### config.mk
export PLATFORM = sky130hd
export DESIGN_NAME = hysteresis_thermostat_controller
export DESIGN_NICKNAME = d
export VERILOG_FILES = /design/src/rtl/hstc_pkg.sv /design/src/rtl/hysteresis_thermostat_controller.sv
export SDC_FILE = /design/constraint.sdc
export NUM_CORES = 1
export LEC_CHECK = 0
export ABC_AREA = 1
export BUFFER_PORTS_ARGS = -buffer_cell sky130_fd_sc_hd__buf_2
export CAP_MARGIN = 20
export CORE_MARGIN = 2
export CORE_UTILIZATION = 29
export CTS_CLUSTER_SIZE = 28
export DETAILED_ROUTE_END_ITERATION = 10
export GPL_TIMING_DRIVEN = 0
export PLACE_DENSITY_LB_ADDON = 0.1
export SLEW_MARGIN = 15
export SYNTH_ARGS = -nofsm -noshare
export SYNTH_HDL_FRONTEND = slang
export SYNTH_SLANG_ARGS = --single-unit
### constraint.sdc
create_clock -name clk -period 7.45 [get_ports clk]
set_input_delay 1.49 -clock clk [delete_from_list [all_inputs] [get_ports clk]]
set_output_delay 1.49 -clock clk [all_outputs]
set_load 0.005 [all_outputs]
### src/rtl/hstc_pkg.sv
// Package with the constants, codes and helper functions of the thermostat controller.
package hstc_pkg;

  localparam int TEMP_BITS = 16;
  // Working width for the band arithmetic: wide enough for setpoint plus or
  // minus four half-bands and for both saturation limits.
  localparam int CALC_W = (TEMP_BITS > 16) ? TEMP_BITS + 1 : 18;

  localparam int SAMPLE_W = 15;
  localparam int TARGET_W = 15;
  localparam int BAND_W = 10;
  localparam int MODE_W = 3;
  localparam int CFG_IDX_W = 2;
  localparam int CFG_DATA_W = 15;

  typedef logic signed [CALC_W-1:0] calc_t;

  localparam calc_t TEMP_HI = {{(CALC_W-TEMP_BITS+1){1'b0}}, {(TEMP_BITS-1){1'b1}}};
  localparam calc_t TEMP_LO = ~TEMP_HI;
  localparam calc_t SP_MIN = calc_t'(340);
  localparam calc_t SP_MAX = calc_t'(5000);

  typedef enum logic [1:0] {
    CMD_OFF      = 2'd0,
    CMD_COOL     = 2'd1,
    CMD_HEAT     = 2'd2,
    CMD_HEAT_LOW = 2'd3
  } cmd_t;

  typedef enum logic [1:0] {
    STG_OFF  = 2'd0,
    STG_LOW  = 2'd1,
    STG_HIGH = 2'd2
  } stage_t;

  localparam logic [MODE_W-1:0] MODE_OFF       = 3'd0;
  localparam logic [MODE_W-1:0] MODE_COOL      = 3'd1;
  localparam logic [MODE_W-1:0] MODE_HEAT      = 3'd2;
  localparam logic [MODE_W-1:0] MODE_HEAT_COOL = 3'd3;
  localparam logic [MODE_W-1:0] MODE_TWO_STAGE = 3'd4;

  localparam logic [CFG_IDX_W-1:0] REG_TARGET = 2'd0;
  localparam logic [CFG_IDX_W-1:0] REG_BAND   = 2'd1;
  localparam logic [CFG_IDX_W-1:0] REG_MODE   = 2'd2;

  localparam logic [TARGET_W-1:0] TARGET_RESET = 15'd680;
  localparam logic [BAND_W-1:0]   BAND_RESET   = 10'd10;

  // Clip a working value to the signed range of TEMP_BITS bits.
  function automatic calc_t sat_temp(calc_t x);
    calc_t r;
    if (x > TEMP_HI) begin
      r = TEMP_HI;
    end else if (x < TEMP_LO) begin
      r = TEMP_LO;
    end else begin
      r = x;
    end
    return r;
  endfunction

endpackage

### src/rtl/hysteresis_thermostat_controller.sv
// Hysteresis thermostat controller with two-stage heat, top level.
//
//   channel  direction  payload (lowest bit first)              handshake
//   s_*      in         sample_temp[14:0]                       tvalid/tready
//   m_*      out        drive_cmd[1:0], heat_stage[3:2]         tvalid/tready
//   cfg_*    in         0 target_temp, 1 band_width, 2 run_mode cfg_we only
//
// A sample is registered on acceptance and its result is registered once the output
// can take it; one sample is taken per cycle while the output is not stalled.
// The command and stage state update in the same cycle the result register loads.
// When the result is stalled the input register still takes one more sample.
// rst is synchronous and resets config, flags and state, not the data registers.
module hysteresis_thermostat_controller (
  input  logic                               clk,
  input  logic                               rst,
  input  logic                               s_tvalid,
  output logic                               s_tready,
  input  logic [15:0]                        s_tdata,   // sample_temp[14:0]
  output logic                               m_tvalid,
  input  logic                               m_tready,
  output logic [7:0]                         m_tdata,   // drive_cmd[1:0], heat_stage[3:2]
  input  logic                               cfg_we,
  input  logic [hstc_pkg::CFG_IDX_W-1:0]     cfg_index,
  input  logic [hstc_pkg::CFG_DATA_W-1:0]    cfg_data
);
  import hstc_pkg::*;

  logic [TARGET_W-1:0] target_temp;
  logic [BAND_W-1:0]   band_width;
  logic [MODE_W-1:0]   run_mode;

  logic                in_valid;
  logic [SAMPLE_W-1:0] in_sample;

  cmd_t   cmd_reg, cmd_next;
  stage_t stage_reg, stage_next;

  logic   out_valid;
  cmd_t   out_cmd;
  stage_t out_stage;

  logic   advance;

  calc_t sp_raw, sp_clamp, sp, t, hi, lo, vlo, band_c, band4_c;

  assign advance  = in_valid && (!out_valid || m_tready);
  assign s_tready = !in_valid || advance;
  assign m_tvalid = out_valid;
  assign m_tdata  = {4'b0000, out_stage, out_cmd};

  always_ff @(posedge clk) begin
    if (rst) begin
      target_temp <= TARGET_RESET;
      band_width  <= BAND_RESET;
      run_mode    <= MODE_OFF;
    end else if (cfg_we) begin
      unique case (cfg_index)
        REG_TARGET: target_temp <= cfg_data[TARGET_W-1:0];
        REG_BAND:   band_width  <= cfg_data[BAND_W-1:0];
        REG_MODE:   run_mode    <= cfg_data[MODE_W-1:0];
        default:    ;
      endcase
    end
  end

  // Band limits from the clamped setpoint.
  always_comb begin
    sp_raw  = {{(CALC_W-TARGET_W){target_temp[TARGET_W-1]}}, target_temp};
    band_c  = {{(CALC_W-BAND_W){1'b0}}, band_width};
    band4_c = {{(CALC_W-BAND_W-2){1'b0}}, band_width, 2'b00};
    if (sp_raw > SP_MAX) begin
      sp_clamp = SP_MAX;
    end else if (sp_raw < SP_MIN) begin
      sp_clamp = SP_MIN;
    end else begin
      sp_clamp = sp_raw;
    end
    t   = sat_temp({{(CALC_W-SAMPLE_W){in_sample[SAMPLE_W-1]}}, in_sample});
    hi  = sat_temp(sp_clamp + band_c);
    lo  = sat_temp(sp_clamp - band_c);
    vlo = sat_temp(sp_clamp - band4_c);
    sp  = sat_temp(sp_clamp);
  end

  always_comb begin
    cmd_next   = cmd_reg;
    stage_next = stage_reg;
    case (run_mode)
      MODE_OFF: cmd_next = CMD_OFF;
      MODE_COOL: begin
        if (t >= hi) begin
          cmd_next = CMD_COOL;
        end else if (t <= lo) begin
          cmd_next = CMD_OFF;
        end
      end
      MODE_HEAT: begin
        if (t >= hi) begin
          cmd_next = CMD_OFF;
        end else if (t <= lo) begin
          cmd_next = CMD_HEAT;
        end
      end
      MODE_HEAT_COOL: begin
        if (t < lo) begin
          cmd_next = CMD_HEAT;
        end else if (t > hi) begin
          cmd_next = CMD_COOL;
        end else begin
          cmd_next = CMD_OFF;
        end
      end
      MODE_TWO_STAGE: begin
        unique case (stage_reg)
          STG_OFF: begin
            cmd_next = CMD_OFF;
            if (t <= lo) stage_next = STG_LOW;
          end
          STG_LOW: begin
            cmd_next = CMD_HEAT_LOW;
            if (t <= vlo) begin
              stage_next = STG_HIGH;
            end else if (t >= hi) begin
              stage_next = STG_OFF;
            end
          end
          STG_HIGH: begin
            cmd_next = CMD_HEAT;
            if (t > sp) stage_next = STG_LOW;
          end
          // The unused stage code keeps the command and recovers to high.
          default: stage_next = STG_HIGH;
        endcase
      end
      default: cmd_next = CMD_HEAT;
    endcase
  end

  always_ff @(posedge clk) begin
    if (rst) begin
      in_valid  <= 1'b0;
      out_valid <= 1'b0;
      cmd_reg   <= CMD_OFF;
      stage_reg <= STG_OFF;
    end else begin
      if (s_tvalid && s_tready) begin
        in_valid <= 1'b1;
      end else if (advance) begin
        in_valid <= 1'b0;
      end
      if (advance) begin
        out_valid <= 1'b1;
        cmd_reg   <= cmd_next;
        stage_reg <= stage_next;
      end else if (m_tready) begin
        out_valid <= 1'b0;
      end
    end
  end

  always_ff @(posedge clk) begin
    if (s_tvalid && s_tready) begin
      in_sample <= s_tdata[SAMPLE_W-1:0];
    end
    if (advance) begin
      out_cmd   <= cmd_next;
      out_stage <= stage_next;
    end
  end

`ifndef SYNTHESIS
  a_stage_reachable: assert property (@(posedge clk) disable iff (rst)
    stage_reg != stage_t'(2'd3))
    else $error("unused heat stage code reached");

  a_full_stall: assert property (@(posedge clk) disable iff (rst)
    in_valid && out_valid && !m_tready |-> !s_tready)
    else $error("sample taken while both registers are full");

  a_off_mode: assert property (@(posedge clk) disable iff (rst)
    advance && run_mode == MODE_OFF |=> m_tdata[1:0] == CMD_OFF)
    else $error("off mode gave a drive command");

  a_heat_default: assert property (@(posedge clk) disable iff (rst)
    advance && run_mode > MODE_TWO_STAGE |=> m_tdata[1:0] == CMD_HEAT)
    else $error("high mode codes must drive heat");

  a_result_matches_state: assert property (@(posedge clk) disable iff (rst)
    out_valid |-> out_cmd == cmd_reg && out_stage == stage_reg)
    else $error("result register out of step with the state");
`endif

endmodule
==> results.txt, run 1 <==
Outcome -> finished clean
CTS Buf Count -> 5
Starting density of the core -> 0.295
CP max stage delay -> 560 ps
Die Area -> 23300 sq um
Worst Path Max Fanout -> 10
Min Tclk post-route -> 6710 ps
Overflow after GRT -> 0
Number of primary I/O pins -> 48
Max-Cap Viols -> 0
Fillers -> 2456
Layout cell share with drive strength beyond 1 -> 0.142
Placed cells -> 1284
Hold Crit Class -> reg2reg
Synth Area in XOR/XNOR -> 0.00820
Top flop regs -> in_sample x15, target_temp x15, band_width x10
Required time worst endpoint -> 7660 ps
Routed WL -> 20.2 mm
Adder-Cell Fraction of Synth Area -> 0.222
Max Fclk -> 149 MHz
Post-route ant nets -> 0
Mux cell area share after synthesis -> 0
Vias in the first global route -> 5775
Register area share after synthesis -> 0.195
Cell variety after synth -> 53
Worst-Skew Late Latency -> 310 ps
Relative slew slack -> 0.428
Setup crit end kind -> flop
Synth Warn # -> 0
DP Area -> 6980 sq um
RSZ-0062 raised after global routing -> false
CTS H-tree lvls -> 2
Slew @ Worst Pin -> 852 ps
Drt pass-1 iters -> 5
Worst VDD drop -> 0.117 mV
Wire length of the first global-routing pass -> 31.9 mm
Clk root buf -> clkbuf_16
Setup TNS -> 0 ps
IO buf count -> 42
Via/cell ratio -> 4.68
Worst-path clk slew -> 80 ps
Fin cells -> 1291
# setup viols final -> 0
Post-route cell area -> 7150 sq um
Synth Area in Compound Gates -> 0.166
Setup repair bufs after CTS -> 0
Num rows -> 54
Die Y -> 153 um
WS Path Type -> reg2reg
Hold Fails Final Rpt -> 0
Clock Sinks -> 53
Routed len/inst -> 15.6 um
Clk_skew -> 5.61 ps
CTS tree -> done
Final Slew Violations -> 0
Layout Utilization -> 0.329
Static Leak -> 0.00366 uW
Final period util -> 0.901
Startpoint Class -> flop
#FFs+latches synth -> 53
Final nets -> 1160
Global Route Usage Sum -> 0.176
CTS max path bufs -> 2
P per Cell Area -> 191 nW/um^2
Die X -> 153 um
Crit path top cell by count -> nand2_1
Core box area -> 21800 sq um
Antenna violations before repair -> 0
DRT iter0 DRCs -> 297
DP HPWL -> 17.0 mm
ANT cells -> 0
Post-route DRC -> 0
Pin count of the biggest net entering global routing -> 18
Cell Area, Synth -> 6410 sq um
Syn Area/Cell -> 6.68 sq um
Combinational family with the most area after synthesis -> simple AND/OR/NAND/NOR gates
Synth Instances -> 959
Critical path's slowest cell -> a21oi_1
Post-synthesis simple-gate area fraction -> 0.286
Gpl congestion -> 0.863
Synth-to-layout area growth -> 11.6%
CP arrival -> 6920 ps
Vias post-DR -> 6037
==> critical path: cells and delay by family (launching register included) <==
family / cells / cell delay (ps)
simple gates: 19 / 2010
buf+inv: 9 / 1150
flops: 1 / 450
fa+ha+maj: 4 / 1260
compound gates: 7 / 1720
==> timing repair <==
item,CTS,global route
setup endpoints to repair,0,8
resized for setup,0,12
endpoints found under the hold margin,0,0
hold buffers,0,0
==> layer usage <==
metal | part of all wire | GRT usage
met3 | 0.030 | 0.0208
met1 | 0.53 | 0.260
met5 | 0 | 0
met4 | 0.015 | 0.0375
met2 | 0.43 | 0.273
==> final timing paths <==
| path | end | start | depth (start not counted) | slack [ps] |
|---|---|---|---|---|
| max | cmd_reg[0] | target_temp[3] | 39 | 740 |
| min | m_tvalid | m_tvalid | 2 | 510 |
| max reg2reg | cmd_reg[0] | target_temp[3] | 39 | 740 |
| min reg2reg | m_tvalid | m_tvalid | 2 | 510 |
==> layout by cell type (no fill, tap or decap), types with 6 or more instances in the layout <==
master and count:
nand2_2 19, nand4_1 10, inv_1 150, edfxtp_1 19
ha_1 107, xor2_1 6, nand3_1 49, nor2_1 56
buf_2 45, o21ai_1 7, a21oi_1 85, clkbuf_1 11
nor2_2 9, inv_2 21, o21ai_0 65, dfxtp_1 34
o21bai_1 6, nor3_1 14, nand2_1 215
==> area by class of cell <==
cell class              instances  area, sq um  area share
inverters                     175          664      0.0929
clock buffers                   6          129      0.0180
well taps                     280          350      0.0490
multi-input cells             713         4420       0.618
repair buffers                 42          210      0.0294
plain buffers                  20          114      0.0159
clock inverters                 2         15.0     0.00210
flip-flops and latches         53         1250       0.175
==> power breakdown <==
part	switching, uW	internal (uW)	total [uW]
combinational	494	283	776
clock	128	127	254
sequential	19.3	317	336
==> kinds of logic after synthesis <==
logic type / count (synthesis)
compound gates: 193
fa+ha+maj: 112
simple gates: 398
buf+inv: 196
other cells: 1
xor+xnor: 6
flops: 53
==> synthesized netlist by cell type, drive strengths merged <==
| cell | count | area [sq um] |
|---|---|---|
| nand2 | 239 | 982 |
| inv | 172 | 648 |
| ha | 109 | 1360 |
| a21oi | 90 | 462 |
| o21ai | 76 | 403 |
| nor2 | 68 | 310 |
| nand3 | 53 | 293 |
| dfxtp | 34 | 681 |
| edfxtp | 19 | 571 |
| nor3 | 16 | 96.4 |
| nand4 | 12 | 87.6 |
| clkbuf | 11 | 41.3 |
| buf | 10 | 75.1 |
| o21bai | 6 | 45.0 |
| xor2 | 6 | 52.6 |
| a21o | 5 | 37.5 |
| o211ai | 4 | 30.0 |
| or2 | 4 | 25.0 |
| a31oi | 3 | 18.8 |
| clkinv | 3 | 12.5 |
| fa | 3 | 60.1 |
| a211oi | 2 | 15.0 |
| nand3b | 2 | 15.0 |
| nor4 | 2 | 12.5 |
| o22ai | 2 | 12.5 |
| o31ai | 2 | 15.0 |
| a21boi | 1 | 7.51 |
| a31o | 1 | 8.76 |
| and3 | 1 | 6.26 |
| conb | 1 | 3.75 |
| nor3b | 1 | 7.51 |
| o2111ai | 1 | 8.76 |
==> per-stage QoR <==
| stage | setup WS, ps | hold WS [ps] | power (uW) |
|---|---|---|---|
| after floorplan | 1970 | 451 | 913 |
| after global placement | 132 | 500 | 1110 |
| after detailed placement | 115 | 492 | 1120 |
| after CTS | 104 | 504 | 1380 |
| after global routing | 13.5 | 550 | 1520 |
| final | 739 | 505 | 1370 |
Note: power is estimated with default switching activity, not from simulation.
==> inputs of run 2 (changes only) <==
- CORE_ASPECT_RATIO: default -> 0.9
==> run 2 against run 1 <==
  * Utilization increased by 0.44 points
  * Critical path depth increased by 2
  * First-iteration DRC count decreased by 7.4%
  * Design area increased by 0.77%
  * Maximum frequency decreased by 0.46%
  * Total power increased by 4.4%
  * Die area about the same
  * Non-clock buffer count increased by 1
  * Routed wire length increased by 1.3%
  * Clock-buffer cell count decreased by 1
  * Worst setup slack got worse by 31 ps
==> results.txt, run 2 (synthesis gave the netlist of run 1 again) <==
Vias in the first global route -> 5931 (+2.7%)
Startpoint Class -> flop
CP max stage delay -> 490 ps (-70 ps)
CTS Buf Count -> 5 (unchanged)
Post-route cell area -> 7200 sq um (+0.77%)
Post-route ant nets -> 0 (unchanged)
Layout Utilization -> 0.333 (+0.00443)
Slew @ Worst Pin -> 778 ps (-73.8 ps)
Post-route DRC -> 0 (unchanged)
IO buf count -> 42 (unchanged)
Wire length of the first global-routing pass -> 32.6 mm (+2.0%)
Crit path top cell by count -> nand2_1
Relative slew slack -> 0.477 (+0.0496)
Final nets -> 1161 (+0.086%)
Die Area -> 23300 sq um (about the same)
P per Cell Area -> 198 nW/um^2 (+3.6%)
Via/cell ratio -> 4.66 (-0.31%)
Setup ws final -> 708 ps (-31.2 ps)
Hold Fails Final Rpt -> 0 (unchanged)
ANT cells -> 0 (unchanged)
WS Path Type -> reg2reg
Clk_skew -> 9.80 ps (+4.19 ps)
Final Slew Violations -> 0 (unchanged)
R2R Setup Slk -> 710 ps (-30 ps)
Clk root buf -> clkbuf_16
Routed len/inst -> 15.7 um (+0.34%)
Hold buffers post-CTS -> 0 (unchanged)
Outcome -> finished clean
Sequential Area -> 1250 sq um (unchanged)
Overflow after GRT -> 0 (unchanged)
Min Tclk post-route -> 6740 ps (+31.2 ps)
Core box area -> 21600 sq um (-0.57%)
Die X -> 161 um (+5.3%)
CP delay by family, top -> simple AND/OR/NAND/NOR gates
Number of primary I/O pins -> 48 (unchanged)
Setup crit end kind -> flop
Starting density of the core -> 0.296 (+0.00169)
Bufs and invs on worst path -> 7 (-2)
Worst VDD drop -> 0.0945 mV (-19%)
Area occupied by multi-input gates -> 4420 sq um (unchanged)
Layout cell share with drive strength beyond 1 -> 0.141 (-0.00113)
CTS max path bufs -> 2 (unchanged)
Drt pass-1 iters -> 4 (-1)
Clock Sinks -> 53 (unchanged)
Final period util -> 0.905 (+0.00419)
DP Area -> 6990 sq um (+0.20%)
CP arrival -> 6950 ps (+30 ps)
Antenna violations before repair -> 0 (unchanged)
Placed cells -> 1295 (+0.86%)
Num rows -> 51 (-5.6%)
Fillers -> 2395 (-2.5%)
CTS tree -> done
CTS H-tree lvls -> 2 (unchanged)
Synth-to-layout area growth -> 12.4%
Worst Path Max Fanout -> 9 (-1)
Routed WL -> 20.4 mm (+1.3%)
Required time worst endpoint -> 7660 ps (about the same)
Setup TNS -> 0 ps (unchanged)
Gpl congestion -> 0.828 (-4.1%)
DP HPWL -> 17.0 mm (about the same)
Max-Cap Viols -> 0 (unchanged)
Fin cells -> 1303 (+0.93%)
Vias post-DR -> 6074 (+0.61%)
Die Y -> 145 um (-5.0%)
Pin count of the biggest net entering global routing -> 19 (+1)
DRT iter0 DRCs -> 275 (-7.4%)
Top flop regs -> in_sample x15, target_temp x15, band_width x10
Max Fclk -> 148 MHz (-0.46%)
Worst-Skew Late Latency -> 310 ps (about the same)
Static Leak -> 0.00367 uW (+0.45%)
Worst-path clk slew -> 90 ps (about the same)
Setup Slack @ Placement -> 300 ps (+185 ps)
Global Route Usage Sum -> 0.181 (+0.00555)
# setup viols final -> 0 (unchanged)
Commonest non-fill, non-tap cell in the layout -> nand2_1
Critical path's slowest cell -> ha_2
Hold Crit Class -> reg2reg
Most frequent cells in the layout -> nand2_1 (215), inv_1 (150), ha_1 (108), a21oi_1 (85), o21ai_0 (65)
RSZ-0062 raised after global routing -> false
## run 2: power by group
part           leakage (uW)  internal [uW]  switching (uW)
clock network     0.0000819            162             135
logic               0.00313            283             512
registers          0.000464            317            18.6
## run 2: metal layers
| layer | up-vias | global-route usage | share of wire |
|---|---|---|---|
| met5 | - | 0 | 0 |
| li1 | 3237 | - | - |
| met1 | 2744 | 0.262 | 0.52 |
| met2 | 80 | 0.294 | 0.44 |
| met4 | 0 | 0.0342 | 0.011 |
| met3 | 13 | 0.0180 | 0.032 |
## run 2: path summary, 6_finish.rpt
check	end	depth (start not counted)	from
max	cmd_reg[1]	41	target_temp[3]
min	m_tvalid	2	m_tvalid
max reg2reg	cmd_reg[1]	41	target_temp[3]
min reg2reg	m_tvalid	2	m_tvalid
## run 2: cell type report
class / count / share of cell area
Clock inverter: 3 / 0.00677
Buffer: 20 / 0.0158
Multi-Input combinational cell: 713 / 0.613
Tap cell: 291 / 0.0505
Sequential cell: 53 / 0.174
Timing Repair Buffer: 43 / 0.0302
Inverter: 175 / 0.0927
Clock buffer: 5 / 0.0174
## run 2: timing repair
item | CTS | global route
endpoints found under the setup margin | 0 | 8
setup buffers | 0 | 1
gates resized for setup | 0 | 10
## run 2: worst reg2reg max path: cells and delay by family, from the launching register on
| family | cells | cell delay [ps] |
|---|---|---|
| AOI/OAI and AO/OA | 8 | 1430 |
| adders and majority gates | 4 | 1360 |
| buffers and inverters | 7 | 1020 |
| DFF | 1 | 460 |
| and+or+nand+nor | 22 | 2350 |
## run 2: stage by stage
step | hold WS (ps) | power, uW
2_1_floorplan | 451 | 913
3_3_place_gp | 496 | 1130
3_5_place_dp | 501 | 1130
4_1_cts | 513 | 1440
5_1_grt | 543 | 1600
6_report | 516 | 1430
==> inputs of run 3 (changes only) <==
- PLACE_DENSITY_LB_ADDON: 0.1 -> default
==> run 3 against run 2 <==
  * Maximum frequency fell by 0.35%
  * Clock skew up 0.88 ps
  * Non-clock buffer count shrank 1
  * Flip-flop and latch count stayed put
  * Die area is the same
  * Routed wire length shrank 8.2%
  * Design area is 0.21% lower
  * Utilization decreased by 0.069 points
  * Cell count about the same
  * Global-route usage decreased by 1.8 points
  * Combinational power shrank 1%
  * Worst setup slack got worse by 23 ps
==> results.txt, run 3 (synthesis gave the netlist of run 1 again) <==
Vias post-DR -> 6330 (+4.2%)
Critical path's slowest cell -> nor3_1
CTS tree -> done
CTS H-tree lvls -> 2 (unchanged)
Max Fclk -> 148 MHz (-0.35%)
Final period util -> 0.908 (+0.00314)
Hold Fails Final Rpt -> 0 (unchanged)
Setup repair bufs after CTS -> 0 (unchanged)
DRT iter0 DRCs -> 372 (+35%)
ANT cells -> 0 (unchanged)
CTS max path bufs -> 2 (unchanged)
R2R Setup Slk -> 680 ps (-20 ps)
Outcome -> finished clean
Die Y -> 145 um (unchanged)
CP arrival -> 6970 ps (+20 ps)
Die X -> 161 um (unchanged)
Layout cell share with drive strength beyond 1 -> 0.140 (-0.000849)
Area occupied by multi-input gates -> 4420 sq um (about the same)
WS Path Type -> reg2reg
Final nets -> 1160 (-0.086%)
Worst-Skew Late Latency -> 310 ps (about the same)
Vias in the first global route -> 5781 (-2.5%)
Num rows -> 51 (unchanged)
Final Slew Violations -> 0 (unchanged)
Clock Sinks -> 53 (unchanged)
CP max stage delay -> 680 ps (+190 ps)
Post-route cell area -> 7190 sq um (-0.21%)
Overflow after GRT -> 0 (unchanged)
Synth-to-layout area growth -> 12.2%
Worst Path Max Fanout -> 10 (+1)
Startpoint Class -> flop
Worst VDD drop -> 0.0956 mV (+1.2%)
Hold Crit Class -> reg2reg
CP delay by family, top -> simple AND/OR/NAND/NOR gates
Via/cell ratio -> 4.86 (+4.3%)
Worst r2r src -> target_temp[3]
Hold Startpoint -> m_tvalid
Commonest non-fill, non-tap cell in the layout -> nand2_1
Routed WL -> 18.7 mm (-8.2%)
Min Tclk post-route -> 6770 ps (+23.4 ps)
Number of primary I/O pins -> 48 (unchanged)
Post-route DRC -> 0 (unchanged)
Global Route Usage Sum -> 0.164 (-0.0176)
Drt pass-1 iters -> 5 (+1)
P per Cell Area -> 193 nW/um^2 (-2.3%)
Total Power -> 1390 uW (-2.5%)
Required time worst endpoint -> 7650 ps (about the same)
Bufs and invs on worst path -> 7 (unchanged)
DP Area -> 6990 sq um (unchanged)
Clk_skew -> 10.7 ps (+0.876 ps)
Setup crit end kind -> flop
Worst-path clk slew -> 70 ps (-20 ps)
Slew @ Worst Pin -> 815 ps (+36.8 ps)
Relative slew slack -> 0.453 (-0.0247)
Sequential Area -> 1250 sq um (unchanged)
Starting density of the core -> 0.296 (unchanged)
Core box area -> 21600 sq um (unchanged)
DP HPWL -> 15.5 mm (-8.7%)
Setup TNS -> 0 ps (unchanged)
Static Leak -> 0.00367 uW (-0.19%)
RSZ-0062 raised after global routing -> false
IO buf count -> 42 (unchanged)
Most frequent cells in the layout -> nand2_1 (215), inv_1 (150), ha_1 (108), a21oi_1 (84), o21ai_0 (66)
Wire length of the first global-routing pass -> 30.0 mm (-7.8%)
Critical Path Source -> target_temp[3]
# setup viols final -> 0 (unchanged)
Die Area -> 23300 sq um (unchanged)
Clk root buf -> clkbuf_16
Worst hold margin -> 515 ps (-0.964 ps)
Antenna violations before repair -> 0 (unchanged)
Post-route ant nets -> 0 (unchanged)
Layout Utilization -> 0.332 (-0.000694)
Fillers -> 2425 (+1.3%)
Pin count of the biggest net entering global routing -> 17 (-2)
CTS Buf Count -> 5 (unchanged)
Crit path top cell by count -> nand2_1
Max-Cap Viols -> 0 (unchanged)
Gpl congestion -> 0.884 (+6.7%)
Routed len/inst -> 14.4 um (-8.2%)
Top flop regs -> in_sample x15, target_temp x15, band_width x10
-- run 3: path summary, 6_finish.rpt --
| check | cells past startpoint | end |
|---|---|---|
| max | 42 | cmd_reg[0] |
| min | 2 | m_tvalid |
| max reg2reg | 42 | cmd_reg[0] |
| min reg2reg | 2 | m_tvalid |
-- run 3: final cells by class --
cell class / instances / share of cell area
sequential: 53 / 0.174
timing repair buffer: 42 / 0.0292
clock inverter: 1 / 0.00122
buffer: 20 / 0.0158
multi-input combinational: 713 / 0.615
tap: 291 / 0.0506
clock buffer: 7 / 0.0214
inverter: 175 / 0.0929
-- run 3: report_power, final --
group	leakage [uW]	switching [uW]	internal, uW
Clock	0.0000792	124	147
Sequential	0.000464	18.2	317
Combinational	0.00312	502	284
Total	0.00367	644	747
-- run 3: timing repair --
action,in CTS,in global routing
setup endpoints to repair,0,8
hold buffers,0,0
gates resized for setup,0,10
-- run 3: worst register-to-register path, delay by kind of cell, from the launching register on --
family	cells	cell delay (ps)
AO/OA/AOI/OAI	7	1190
buffers and inverters	7	870
AND/OR/NAND/NOR	24	3110
flip-flops	1	370
adder cells (fa/ha/maj)	4	1180
-- run 3: stage by stage --
| stage | worst slack [ps] | std cells |
|---|---|---|
| floorplan | 1970 | 962 |
| global placement | 311 | 1295 |
| detailed placement | 339 | 1295 |
| CTS | 317 | 1303 |
| global route | 61.5 | 1302 |
| finish | 685 | 1302 |
-- run 3: routing by layer --
layer | track usage | share of wire | wire length (um)
met1 | 0.246 | 0.50 | 9390
met2 | 0.249 | 0.41 | 7750
met3 | 0.0206 | 0.072 | 1350
met4 | 0.0324 | 0.013 | 242
met5 | 0 | 0 | 0
